--- src/hdl/positional_list_engine_macros.svh ---
// Assertion shorthands shared by the engine's RTL.
// Every property samples on the rising edge of clock and is off while reset is high.
`ifndef POSITIONAL_LIST_ENGINE_MACROS_SVH
`define POSITIONAL_LIST_ENGINE_MACROS_SVH

// Same-cycle implication.
`define PLE_ASSERT_SAME(label, ante, cons, msg) \
   label: assert property (@(posedge clock) disable iff (reset) (ante) |-> (cons)) \
      else $error(msg);

// Next-cycle implication.
`define PLE_ASSERT_NEXT(label, ante, cons, msg) \
   label: assert property (@(posedge clock) disable iff (reset) (ante) |=> (cons)) \
      else $error(msg);

`endif

--- src/hdl/ple_pkg.sv ---
`timescale 1ns / 1ps

package ple_pkg;

   // Fixed field widths of the command and result transfers.
   localparam int CMD_W  = 3;
   localparam int POS_W  = 7;
   localparam int VAL_W  = 32;
   localparam int ST_W   = 2;
   localparam int FPOS_W = 6;
   localparam int CNT_W  = 7;

   typedef enum logic [CMD_W-1:0] {
      CMD_READ   = 3'd0,
      CMD_WRITE  = 3'd1,
      CMD_INSERT = 3'd2,
      CMD_REMOVE = 3'd3,
      CMD_SEARCH = 3'd4
   } cmd_type;

   typedef enum logic [ST_W-1:0] {
      ST_OK    = 2'd0,
      ST_RANGE = 2'd1,
      ST_FULL  = 2'd2,
      ST_MISS  = 2'd3
   } status_type;

endpackage

--- src/hdl/ple_mem.sv ---
`timescale 1ns / 1ps

// Entry store: one write port, one read port, registered read data.
module ple_mem #(
   parameter int DEPTH = 64,
   parameter int WIDTH = 32
) (
   input  logic                     clock,
   input  logic                     wr_en,
   input  logic [$clog2(DEPTH)-1:0] wr_addr,
   input  logic [WIDTH-1:0]         wr_data,
   input  logic                     rd_en,
   input  logic [$clog2(DEPTH)-1:0] rd_addr,
   output logic [WIDTH-1:0]         rd_data
);

   logic [WIDTH-1:0] store_ff [DEPTH];
   logic [WIDTH-1:0] rd_data_ff;

   always_ff @(posedge clock) begin
      if (wr_en) begin
         store_ff[wr_addr] <= wr_data;
      end
   end

   always_ff @(posedge clock) begin
      if (rd_en) begin
         rd_data_ff <= store_ff[rd_addr];
      end
   end

   assign rd_data = rd_data_ff;

endmodule

--- src/hdl/ple_seq.sv ---
`timescale 1ns / 1ps
`include "positional_list_engine_macros.svh"

// Command sequencer: walks the entry store one read per cycle, moves entries
// through the single write port, compares for search, holds the result register.
module ple_seq #(
   parameter int CAPACITY   = 64,
   parameter int DATA_WIDTH = 32
) (
   input  logic                              clock,
   input  logic                              reset,
   input  logic                              req_valid,
   output logic                              req_stall,
   input  logic [ple_pkg::CMD_W-1:0]         req_command,
   input  logic [ple_pkg::POS_W-1:0]         req_position,
   input  logic signed [ple_pkg::VAL_W-1:0]  req_value,
   output logic                              rsp_valid,
   input  logic                              rsp_stall,
   output logic [ple_pkg::ST_W-1:0]          rsp_status,
   output logic signed [ple_pkg::VAL_W-1:0]  rsp_read_value,
   output logic [ple_pkg::FPOS_W-1:0]        rsp_found_position,
   output logic [ple_pkg::CNT_W-1:0]         rsp_entry_count,
   output logic                              mem_wr_en,
   output logic [$clog2(CAPACITY)-1:0]       mem_wr_addr,
   output logic [DATA_WIDTH-1:0]             mem_wr_data,
   output logic                              mem_rd_en,
   output logic [$clog2(CAPACITY)-1:0]       mem_rd_addr,
   input  logic [DATA_WIDTH-1:0]             mem_rd_data
);

   import ple_pkg::*;

   localparam int AW = $clog2(CAPACITY);
   localparam int CW = $clog2(CAPACITY + 1);
   localparam int XW = (CW > POS_W) ? CW : POS_W;

   typedef enum logic [1:0] {
      S_IDLE,
      S_WALK,
      S_FIN
   } state_type;

   state_type              state_ff, state_in;
   cmd_type                cmd_ff, cmd_in;
   logic [AW-1:0]          pos_ff, pos_in;
   logic [DATA_WIDTH-1:0]  val_ff, val_in;
   logic [CW-1:0]          count_ff, count_in;
   logic                   iss_ff, iss_in;
   logic                   pend_ff, pend_in;
   logic [AW-1:0]          ptr_ff, ptr_in;
   logic [AW-1:0]          end_ff, end_in;
   logic [AW-1:0]          tag_ff, tag_in;
   status_type             status_ff, status_in;
   logic [DATA_WIDTH-1:0]  rd_ff, rd_in;
   logic [AW-1:0]          fpos_ff, fpos_in;
   logic                   wr_fin_ff, wr_fin_in;
   logic                   inc_ff, inc_in;
   logic                   dec_ff, dec_in;

   logic                      rsp_valid_ff, rsp_valid_in;
   logic [ST_W-1:0]           rsp_status_ff, rsp_status_in;
   logic signed [VAL_W-1:0]   rsp_read_value_ff, rsp_read_value_in;
   logic [FPOS_W-1:0]         rsp_found_position_ff, rsp_found_position_in;
   logic [CNT_W-1:0]          rsp_entry_count_ff, rsp_entry_count_in;

   logic [XW-1:0] pos_x;
   logic [XW-1:0] cnt_x;
   logic [XW-1:0] cap_x;
   logic [AW-1:0] pos_a;
   logic [CW-1:0] cnt_m1;
   logic [AW-1:0] last_a;
   logic          in_range;
   logic          out_free;
   logic [CW-1:0] cnt_new;
   logic [XW-1:0] cnt_new_x;
   logic [XW-1:0] fpos_x;

   assign pos_x    = XW'(req_position);
   assign cnt_x    = XW'(count_ff);
   assign cap_x    = XW'(CAPACITY);
   assign pos_a    = pos_x[AW-1:0];
   assign cnt_m1   = count_ff - CW'(1);
   assign last_a   = cnt_m1[AW-1:0];
   assign in_range = (pos_x < cnt_x);
   assign out_free = !rsp_valid_ff || !rsp_stall;

   assign cnt_new   = inc_ff ? (count_ff + CW'(1)) : (dec_ff ? cnt_m1 : count_ff);
   assign cnt_new_x = XW'(cnt_new);
   assign fpos_x    = XW'(fpos_ff);

   always_comb begin
      state_in  = state_ff;
      cmd_in    = cmd_ff;
      pos_in    = pos_ff;
      val_in    = val_ff;
      count_in  = count_ff;
      iss_in    = iss_ff;
      pend_in   = pend_ff;
      ptr_in    = ptr_ff;
      end_in    = end_ff;
      tag_in    = tag_ff;
      status_in = status_ff;
      rd_in     = rd_ff;
      fpos_in   = fpos_ff;
      wr_fin_in = wr_fin_ff;
      inc_in    = inc_ff;
      dec_in    = dec_ff;

      rsp_valid_in          = rsp_valid_ff;
      rsp_status_in         = rsp_status_ff;
      rsp_read_value_in     = rsp_read_value_ff;
      rsp_found_position_in = rsp_found_position_ff;
      rsp_entry_count_in    = rsp_entry_count_ff;

      mem_wr_en   = 1'b0;
      mem_wr_addr = '0;
      mem_wr_data = '0;
      mem_rd_en   = 1'b0;
      mem_rd_addr = '0;

      if (rsp_valid_ff && !rsp_stall) begin
         rsp_valid_in = 1'b0;
      end

      case (state_ff)
         S_IDLE: begin
            if (req_valid) begin
               cmd_in    = cmd_type'(req_command);
               pos_in    = pos_a;
               val_in    = DATA_WIDTH'(req_value);
               status_in = ST_OK;
               rd_in     = '0;
               fpos_in   = '0;
               wr_fin_in = 1'b0;
               inc_in    = 1'b0;
               dec_in    = 1'b0;
               iss_in    = 1'b0;
               pend_in   = 1'b0;
               state_in  = S_FIN;
               case (cmd_type'(req_command))
                  CMD_READ: begin
                     if (!in_range) begin
                        status_in = ST_RANGE;
                     end else begin
                        ptr_in   = pos_a;
                        end_in   = pos_a;
                        iss_in   = 1'b1;
                        state_in = S_WALK;
                     end
                  end
                  CMD_WRITE: begin
                     if (!in_range) begin
                        status_in = ST_RANGE;
                     end else begin
                        wr_fin_in = 1'b1;
                     end
                  end
                  CMD_INSERT: begin
                     if (pos_x > cnt_x) begin
                        status_in = ST_RANGE;
                     end else if (cnt_x == cap_x) begin
                        status_in = ST_FULL;
                     end else begin
                        wr_fin_in = 1'b1;
                        inc_in    = 1'b1;
                        // shift the tail up, top entry first; append skips this
                        if (pos_x != cnt_x) begin
                           ptr_in   = last_a;
                           end_in   = pos_a;
                           iss_in   = 1'b1;
                           state_in = S_WALK;
                        end
                     end
                  end
                  CMD_REMOVE: begin
                     if (!in_range) begin
                        status_in = ST_RANGE;
                     end else begin
                        dec_in   = 1'b1;
                        ptr_in   = pos_a;
                        end_in   = last_a;
                        iss_in   = 1'b1;
                        state_in = S_WALK;
                     end
                  end
                  CMD_SEARCH: begin
                     status_in = ST_MISS;
                     if (count_ff != '0) begin
                        ptr_in   = '0;
                        end_in   = last_a;
                        iss_in   = 1'b1;
                        state_in = S_WALK;
                     end
                  end
                  default: begin
                  end
               endcase
            end
         end

         S_WALK: begin
            // issue side: one read per cycle
            if (iss_ff) begin
               mem_rd_en   = 1'b1;
               mem_rd_addr = ptr_ff;
               pend_in     = 1'b1;
               tag_in      = ptr_ff;
               if (ptr_ff == end_ff) begin
                  iss_in = 1'b0;
               end else if (cmd_ff == CMD_INSERT) begin
                  ptr_in = ptr_ff - AW'(1);
               end else begin
                  ptr_in = ptr_ff + AW'(1);
               end
            end else begin
               pend_in = 1'b0;
            end

            // data side: read issued last cycle is back
            if (pend_ff) begin
               if (!iss_ff) begin
                  state_in = S_FIN;
               end
               case (cmd_ff)
                  CMD_READ: begin
                     rd_in = mem_rd_data;
                  end
                  CMD_INSERT: begin
                     mem_wr_en   = 1'b1;
                     mem_wr_addr = tag_ff + AW'(1);
                     mem_wr_data = mem_rd_data;
                  end
                  CMD_REMOVE: begin
                     if (tag_ff == pos_ff) begin
                        rd_in = mem_rd_data;
                     end else begin
                        mem_wr_en   = 1'b1;
                        mem_wr_addr = tag_ff - AW'(1);
                        mem_wr_data = mem_rd_data;
                     end
                  end
                  CMD_SEARCH: begin
                     if (mem_rd_data == val_ff) begin
                        status_in = ST_OK;
                        fpos_in   = tag_ff;
                        iss_in    = 1'b0;
                        pend_in   = 1'b0;
                        state_in  = S_FIN;
                     end
                  end
                  default: begin
                  end
               endcase
            end
         end

         S_FIN: begin
            // commit and load the result register together
            if (out_free) begin
               rsp_valid_in          = 1'b1;
               rsp_status_in         = status_ff;
               rsp_read_value_in     = VAL_W'(signed'(rd_ff));
               rsp_found_position_in = fpos_x[FPOS_W-1:0];
               rsp_entry_count_in    = cnt_new_x[CNT_W-1:0];
               count_in              = cnt_new;
               if (wr_fin_ff) begin
                  mem_wr_en   = 1'b1;
                  mem_wr_addr = pos_ff;
                  mem_wr_data = val_ff;
               end
               state_in = S_IDLE;
            end
         end

         default: begin
            state_in = S_IDLE;
         end
      endcase
   end

   always_ff @(posedge clock) begin
      if (reset) begin
         state_ff     <= S_IDLE;
         count_ff     <= '0;
         iss_ff       <= 1'b0;
         pend_ff      <= 1'b0;
         wr_fin_ff    <= 1'b0;
         inc_ff       <= 1'b0;
         dec_ff       <= 1'b0;
         rsp_valid_ff <= 1'b0;
      end else begin
         state_ff     <= state_in;
         count_ff     <= count_in;
         iss_ff       <= iss_in;
         pend_ff      <= pend_in;
         wr_fin_ff    <= wr_fin_in;
         inc_ff       <= inc_in;
         dec_ff       <= dec_in;
         rsp_valid_ff <= rsp_valid_in;
      end
      cmd_ff                <= cmd_in;
      pos_ff                <= pos_in;
      val_ff                <= val_in;
      ptr_ff                <= ptr_in;
      end_ff                <= end_in;
      tag_ff                <= tag_in;
      status_ff             <= status_in;
      rd_ff                 <= rd_in;
      fpos_ff               <= fpos_in;
      rsp_status_ff         <= rsp_status_in;
      rsp_read_value_ff     <= rsp_read_value_in;
      rsp_found_position_ff <= rsp_found_position_in;
      rsp_entry_count_ff    <= rsp_entry_count_in;
   end

   assign req_stall          = (state_ff != S_IDLE);
   assign rsp_valid          = rsp_valid_ff;
   assign rsp_status         = rsp_status_ff;
   assign rsp_read_value     = rsp_read_value_ff;
   assign rsp_found_position = rsp_found_position_ff;
   assign rsp_entry_count    = rsp_entry_count_ff;

   `PLE_ASSERT_SAME(a_no_rw_clash, mem_wr_en && mem_rd_en, mem_wr_addr != mem_rd_addr,
                    "entry move reads and writes the same address")
   `PLE_ASSERT_SAME(a_count_cap, 1'b1, count_ff <= CW'(CAPACITY), "count above capacity")
   `PLE_ASSERT_SAME(a_full_status, rsp_valid_ff && (rsp_status_ff == ST_FULL),
                    count_ff == CW'(CAPACITY), "full status with room left")
   `PLE_ASSERT_NEXT(a_insert_count, (state_ff == S_FIN) && out_free && inc_ff,
                    count_ff == $past(count_ff) + CW'(1), "insert did not grow count")
   `PLE_ASSERT_SAME(a_pend_follows_read, pend_ff, $past(mem_rd_en),
                    "read data slot without a read")

endmodule

--- src/hdl/positional_list_engine.sv ---
`timescale 1ns / 1ps

// Channel   Direction  Handshake           Payload
// req_      in         req_valid/req_stall  command, position, value
// rsp_      out        rsp_valid/rsp_stall  status, read_value, found_position, entry_count
//
// One command at a time; req_stall stays high from the transfer until the result is loaded.
// Read walks a single entry; overwrite, append, rejected and unknown commands and
// a search of an empty list go straight to commit. Other inserts and removes walk
// the entries between position and the end, and search walks until a hit or the end.
// Reset (synchronous) clears the count and the handshake state; store contents stay.
// A stalled result holds in the output register; a new command waits for it at commit.
module positional_list_engine #(
   parameter int CAPACITY   = 64,
   parameter int DATA_WIDTH = 32
) (
   input  logic                              clock,
   input  logic                              reset,
   input  logic                              req_valid,
   output logic                              req_stall,
   input  logic [ple_pkg::CMD_W-1:0]         req_command,
   input  logic [ple_pkg::POS_W-1:0]         req_position,
   input  logic signed [ple_pkg::VAL_W-1:0]  req_value,
   output logic                              rsp_valid,
   input  logic                              rsp_stall,
   output logic [ple_pkg::ST_W-1:0]          rsp_status,
   output logic signed [ple_pkg::VAL_W-1:0]  rsp_read_value,
   output logic [ple_pkg::FPOS_W-1:0]        rsp_found_position,
   output logic [ple_pkg::CNT_W-1:0]         rsp_entry_count
);

   import ple_pkg::*;

   localparam int AW = $clog2(CAPACITY);

   // sequencer <-> entry store
   logic                  mem_wr_en;
   logic [AW-1:0]         mem_wr_addr;
   logic [DATA_WIDTH-1:0] mem_wr_data;
   logic                  mem_rd_en;
   logic [AW-1:0]         mem_rd_addr;
   logic [DATA_WIDTH-1:0] mem_rd_data;

   // Sequencer: decodes the command, checks range and fill, walks the store
   // (shift up for insert, shift down for remove, compare for search) and
   // drives the result register.
   ple_seq #(
      .CAPACITY   (CAPACITY),
      .DATA_WIDTH (DATA_WIDTH)
   ) u_seq (
      .clock              (clock),
      .reset              (reset),
      .req_valid          (req_valid),
      .req_stall          (req_stall),
      .req_command        (req_command),
      .req_position       (req_position),
      .req_value          (req_value),
      .rsp_valid          (rsp_valid),
      .rsp_stall          (rsp_stall),
      .rsp_status         (rsp_status),
      .rsp_read_value     (rsp_read_value),
      .rsp_found_position (rsp_found_position),
      .rsp_entry_count    (rsp_entry_count),
      .mem_wr_en          (mem_wr_en),
      .mem_wr_addr        (mem_wr_addr),
      .mem_wr_data        (mem_wr_data),
      .mem_rd_en          (mem_rd_en),
      .mem_rd_addr        (mem_rd_addr),
      .mem_rd_data        (mem_rd_data)
   );

   // Entry store: CAPACITY words, contents undefined until written. Only
   // positions below the count are ever read back.
   ple_mem #(
      .DEPTH (CAPACITY),
      .WIDTH (DATA_WIDTH)
   ) u_mem (
      .clock   (clock),
      .wr_en   (mem_wr_en),
      .wr_addr (mem_wr_addr),
      .wr_data (mem_wr_data),
      .rd_en   (mem_rd_en),
      .rd_addr (mem_rd_addr),
      .rd_data (mem_rd_data)
   );

endmodule
--- config.mk ---
export PLATFORM = sky130hd
export DESIGN_NAME = positional_list_engine
export DESIGN_NICKNAME = d
export VERILOG_FILES = /design/src/hdl/ple_pkg.sv /design/src/hdl/ple_mem.sv /design/src/hdl/ple_seq.sv /design/src/hdl/positional_list_engine.sv
export VERILOG_INCLUDE_DIRS = /design/src /design/src/hdl
export SDC_FILE = /design/constraint.sdc
export NUM_CORES = 2
export LEC_CHECK = 0
export ABC_AREA = 1
export BUFFER_PORTS_ARGS = -buffer_cell sky130_fd_sc_hd__buf_2
export CAP_MARGIN = 25
export CORE_ASPECT_RATIO = 0.8
export CORE_MARGIN = 5
export CORE_UTILIZATION = 35
export CTS_BUF_LIST = sky130_fd_sc_hd__clkbuf_16
export DETAILED_ROUTE_END_ITERATION = 7
export PLACE_DENSITY = 0.61
export SYNTH_ARGS = -nofsm -noshare
export SYNTH_HDL_FRONTEND = slang
export SYNTH_HIERARCHICAL = 1
export SYNTH_SLANG_ARGS = --single-unit
export TNS_END_PERCENT = 5
--- constraint.sdc ---
create_clock -name clock -period 6.4 [get_ports clock]
set_clock_uncertainty 0.15 [all_clocks]
set_input_delay 0.64 -clock clock [delete_from_list [all_inputs] [get_ports clock]]
set_output_delay 0.64 -clock clock [all_outputs]
set_load 0.02 [all_outputs]
======== After elaboration in Yosys (flattened, before gate mapping) ========
Memories as Yosys holds them, arrays and structs flattened. A register that Yosys moved wholly into a read port is not among the register bits.
Cells that the tools add are included.
word-level totals
  register bits after elaboration ......... 161
  bits in latches ......................... 0
  memory bits (writable) .................. 2,048
  ROM bits ................................ 0
  input port bits ......................... 46
  output and inout port bits .............. 49
  logic and storage cells ................. 188
  memories ................................ 1
operators by class
  add/sub/neg operators ................... 6
  multiply operators ...................... 0
  divide/modulo/power cells ............... 0
  $lt $le $gt $ge ......................... 2
  equality and inequality tests ........... 35
  shift-type cells ........................ 0
  mux-type cells .......................... 101
  bitwise logic cells ..................... 0
  reduce and logical (&&, ||, !) cells .... 22
memories
  memory          depth  bits a word  rd ports  clocked after memory_dff  write ports  RTL line       text
  u_mem.store_ff  64     32           1         1                         1            ple_mem.sv:17  logic [WIDTH-1:0] store_ff [DEPTH];
operators by type and width
  cell                                              count
  case mux 32 bit (2 select lines)                  4
  2-to-1 mux 32 bit                                 7
  2-to-1 mux 6 bit                                  24
  case mux 6 bit (2 select lines)                   4
  2-to-1 mux 2 bit                                  17
  == test 32 bit                                    1
  2-to-1 mux 1 bit                                  31
  case mux 6 bit (4 select lines)                   1
  != test 2 x 1 -> 1 bit, second input constant     9
  case mux 2 bit (3 select lines)                   3
  case mux 6 bit (3 select lines)                   1
  2-to-1 mux 7 bit                                  2
  adder 6 x 1 -> 6 bit, second input constant       2
  == test 3 x 2 -> 1 bit, second input constant     4
  == test 6 bit                                     2
  != test 3 x 2 -> 1 bit, second input constant     4
  subtractor 6 x 1 -> 6 bit, second input constant  2
  case mux 1 bit (2 select lines)                   5
  AND reduction 10 bit                              1
  AND reduction 5 bit                               2
  != test 3 bit, second input constant              3
  AND reduction 9 bit                               1
  != test 2 bit, second input constant              4
  AND reduction 2 bit                               4
  24 further kinds                                  28

======== Logic depth before layout (Yosys ltp) ========
  depth after elaboration ................. 7
  depth in mapped cells ................... 18
  mapped depth without buffers ............ 14

======== Hierarchy ========
The synthesis kept the hierarchy.
by module, submodules not included
  module   times used  cells an instance  area each (µm²)  sequential area each (µm²)
  ple_mem  1           6,785              83,106.0         62,459.9
  ple_seq  1           861                8,398.1          4,684.5

======== Worst setup path before layout ========
OpenSTA, ideal clock, no wires.
  path kind ............................... in2reg
  from .................................... input port rsp_stall
  to ...................................... memory u_mem.store_ff[62][0], enable pin
  library setup time ...................... 0.461 ns
  arrival ................................. 5.624 ns
  data required time ...................... 5.789 ns
  setup slack ............................. 0.165 ns
  stages .................................. 13
  path buffers ............................ 2
  cells stage by stage .................... nand2_1 > inv_1 > nor2_2 > nand2_1 > inv_1 > buf_2 > buf_4 > nand2_1 > a21oi_1 > nand2_1 > inv_1 > nand2_1 > nor3_1
on the way
  elaborated cells between the ends (all ways) .. 8
  those cells by class .................... mux (6); reduce/logical (2)
RTL lines
  element                          RTL line                      text
  from (decl)                      positional_list_engine.sv:25  input logic rsp_stall,
  logical NOT 1 bit                ple_seq.sv:85                 assign out_free = !rsp_valid_ff || !rsp_stall;
  logical OR 1 bit                 ple_seq.sv:85
  2-to-1 mux 6 bit                 ple_seq.sv:259                if (out_free) begin
  case mux 6 bit (2 select lines)  ple_seq.sv:125                case (state_ff)
  net mem_wr_addr[4]               positional_list_engine.sv:38  logic [AW-1:0] mem_wr_addr;
  to (decl)                        ple_mem.sv:17
The timed path passes the listed nets, and every way through them passes these cells.

======== Worst setup path after layout ========
  from .................................... register u_seq.cmd_ff[2]
  to ...................................... memory u_mem.store_ff[23][7], enable pin
on the way
  elaborated cells between the ends (all ways) .. 10
  those cells by class .................... eq/ne (2); mux (8)
RTL lines
  element                              RTL line                      text
  from (decl)                          ple_seq.sv:44                 cmd_type cmd_ff, cmd_in;
  from (signal assigned)               ple_seq.sv:301                cmd_ff <= cmd_in;
  == test 3 x 2 -> 1 bit               ple_seq.sv:224                case (cmd_ff)
  case mux 6 bit (2 select lines) (*)  ple_seq.sv:224
  2-to-1 mux 6 bit (*)                 ple_seq.sv:220                if (pend_ff) begin
  case mux 6 bit (2 select lines) (*)  ple_seq.sv:125
  net mem_wr_addr[2]                   positional_list_engine.sv:38
Mark *: on every way through the listed nets, which the timed path passes. The rest lies on a longest branch.

==> results.py <==
metrics = {
    "outcome": {
        "outcome": "complete, but fails checks",
        "violations": "slew limit",
    },
    "logic_synthesis": {
        "synth_warnings": 6,
        "ys_types": 43,
        "synth.cell_area_sq_um": 91500,
        "seq_area_frac_synth": 0.7338,
        "syn-num-nets": 7712,
        "synth-seq-cells": 2241,
        "syn_avg_cell_area_sq_um": 11.97,
        "synthCells": 7646,
    },
    "power": {
        "power.density_nw_per_um2": 289.4,
        "p_leak_nw": 34.64,
        "irDropWorstVdd_v": 0.0002846,
    },
    "final_layout": {
        "layout_commonest_cell": "nand2_1",
        "fin_nets": 7785,
        "drive_gt1_frac": 0.09244,
        "final_cell_mix": "nand2_1, edfxtp_1, nand3_1",
        "area_growth_pct": 13.49,
        "final_area_sq_um": 103800,
    },
    "drt": {
        "drc_errors": 0,
        "top_layer": "met5",
        "drtIter0Drc": 8020,
        "wl_met3_um": 32590,
        "wl_met2_um": 106600,
        "ant_nets": 0,
        "vias": 60730,
        "drt_pass1_iterations": 6,
        "detail_route.wirelength_um": 259200,
        "route.layer.met1.wl_um": 114500,
        "wl_per_cell_um": 22.83,
        "viasPerCell": 5.350,
    },
    "hold_path": {
        "hold_class": "in -> reg",
        "worstHoldPathCells": 4,
    },
    "floorplanning": {
        "die_x_um": 581.7,
        "initial_core_util": 0.3526,
        "io_pins": 95,
        "die_y_um": 467.3,
        "fp.dieArea_sq_um": 271800,
        "fp.coreArea_sq_um": 259500,
        "fp-row-count": 167,
    },
    "job": {
        "maxCapViolCount": 0,
    },
    "critical_path": {
        "rr_worst_depth": 13,
        "cp_max_fo": 32,
        "worstSetupStartpointType": "flip-flop",
        "path_class": "reg -> reg",
        "cp-end-kind": "flip-flop",
        "rrSetupSlack_ns": 1.44,
        "arrival_ns": 5.26,
        "crit_required_ns": 6.70,
    },
    "timing": {
        "setup_viol": 0,
        "clock.fmax_ghz": 0.2017,
        "slew_violations": 81,
        "fin_ws_ns": 1.442,
        "rsz0062_at_grt": "no",
        "slew_headroom": -0.05319,
        "worst_pin_slew_ns": 1.580,
        "whs_ns": 0.1294,
        "period_needed_ns": 4.958,
        "setup-tns-final_ns": 0,
        "finalHoldViolCount": 0,
        "fin_crit_sh": 0.7747,
    },
    "clock_network": {
        "holdBufCountCts": 44,
        "root_buffer": "clkbuf_16",
        "postCtsResizedCells": 0,
        "clk_pin_slew_ns": 0.06,
        "cts.path.max_buffers": 3,
        "cts_setup_buffers": 0,
        "cts_made_buffers": 210,
        "tritoncts": "done",
        "htree_levels": 4,
        "clk_latency_ns": 0.85,
        "cts.sinks": 2241,
    },
    "placed_design": {
        "pre_cts_ws_ns": 1.461,
        "dp_hpwl_um": 153200,
        "port_buffers": 94,
        "placed_cell_area_sq_um": 96550,
        "place_congestion": 0.9297,
    },
    "global_routing": {
        "grt_pass1_vias": 55040,
        "grt_antenna_before_repair": 8,
        "overflow": 0,
        "grt_pass1_wl_um": 375700,
        "grt_max_degree": 209,
        "grt_usage": 0.1837,
    },
}
==> critical path: stages (launching register included) <==
cell and delay [ns]:
edfxtp_1 0.39, inv_2 0.09, nand2_1 0.16, nor2_2 0.43
inv_2 0.18, a21oi_1 0.16, o21ai_1 0.09, nand2_1 0.08
nand2_1 0.05, a21oi_1 0.48, inv_1 0.21, nor3_1 0.39
nand2_1 0.65, nor2_4 1.06
==> report_power, final <==
| group | switching (mW) | leakage [nW] | internal (mW) |
|---|---|---|---|
| Combinational | 1.35 | 15.2 | 0.499 |
| Clock | 5.36 | 3.24 | 6.30 |
| Sequential | 0.208 | 16.2 | 16.3 |
| Total | 6.92 | 34.6 | 23.1 |
==> logic make-up after synthesis <==
group | synth area share
fa+ha+maj | 0.002817
buf+inv | 0.03369
compound gates | 0.007890
flops | 0.7338
simple gates | 0.2181
mux | 0.0003692
xor+xnor | 0.003350
==> sequential cells by signal, indices dropped and copies added, names as in the netlist <==
name and cells:
u_mem/rd_data 32, u_seq/cnt_x 7, u_mem/store_ff 2048, u_seq/iss_ff 1
u_seq/val_ff 32, u_seq/inc_ff 1, u_seq/end_ff 6, u_seq/rsp_valid 1
u_seq/cmd_ff 3, u_seq/pend_ff 1, u_seq/ptr_ff 6, u_seq/rsp_read_value 32
u_seq/tag_ff 6, u_seq/dec_ff 1, u_seq/wr_fin_ff 1, u_seq/rsp_entry_count 7
u_seq/fpos_ff 6, u_seq/rsp_found_position 6, u_seq/pos_ff 6, u_seq/rsp_status 2
u_seq/rd_ff 32, u_seq/state_ff 2, u_seq/status_ff 2
==> cell type report <==
class | count | area [sq um]
inverter | 168 | 668.1
antenna | 2 | 5.005
tap | 3464 | 4334
timing repair buffer | 336 | 3303
clock buffer | 212 | 5305
fill | 24020 | 155700
clock inverter | 167 | 1026
multi-input combinational | 4762 | 22060
sequential | 2241 | 67140
==> metal layers <==
metal / vias to the layer above / global-route usage
met5: - / 0.004715
li1: 27150 / -
met1: 29910 / 0.2861
met4: 2 / 0.04314
met2: 3340 / 0.2524
met3: 328 / 0.04880
==> cell usage after synthesis (all sizes together) <==
cell / n / area [sq um]
clkbuf: 93 / 350.3
nor3: 19 / 105.1
nand4: 8 / 50.05
or2: 1 / 6.260
xnor2: 9 / 78.83
ha: 19 / 237.7
a21oi: 74 / 483.0
fa: 1 / 20.02
o211ai: 5 / 37.54
edfxtp: 2226 / 66840
buf: 382 / 2100
o21ai: 27 / 135.1
inv: 168 / 633.1
xor2: 26 / 227.7
nand3b: 1 / 7.510
o22ai: 3 / 18.77
a22oi: 3 / 22.52
dfxtp: 15 / 300.3
nor2: 125 / 479.2
nand3: 1969 / 10000
mux2: 3 / 33.78
a21o: 1 / 7.510
o311ai: 2 / 17.52
nor4: 1 / 12.51
nor3b: 2 / 20.02
nand2: 2463 / 9271
==> per-stage QoR <==
step	utilization	power, mW	std cells
detailed placement	0.3720	18.64	10900
global route	0.4001	31.07	11350
finish	0.4002	30.05	11350
floorplan	-	17.96	7646
CTS	0.3981	30.22	11330
global placement	0.3701	18.61	10880
==> path summary, 6_finish.rpt <==
check                                     start                 endpoint
worst min register to register   u_seq/rd_ff[1]  u_seq/rsp_read_value[1]
worst min-delay path                  req_valid             u_seq/inc_ff
worst max register to register  u_seq/cmd_ff[2]    u_mem/store_ff[23][7]
worst max-delay path            u_seq/cmd_ff[2]    u_mem/store_ff[23][7]
(Power assumes the default switching activity.)
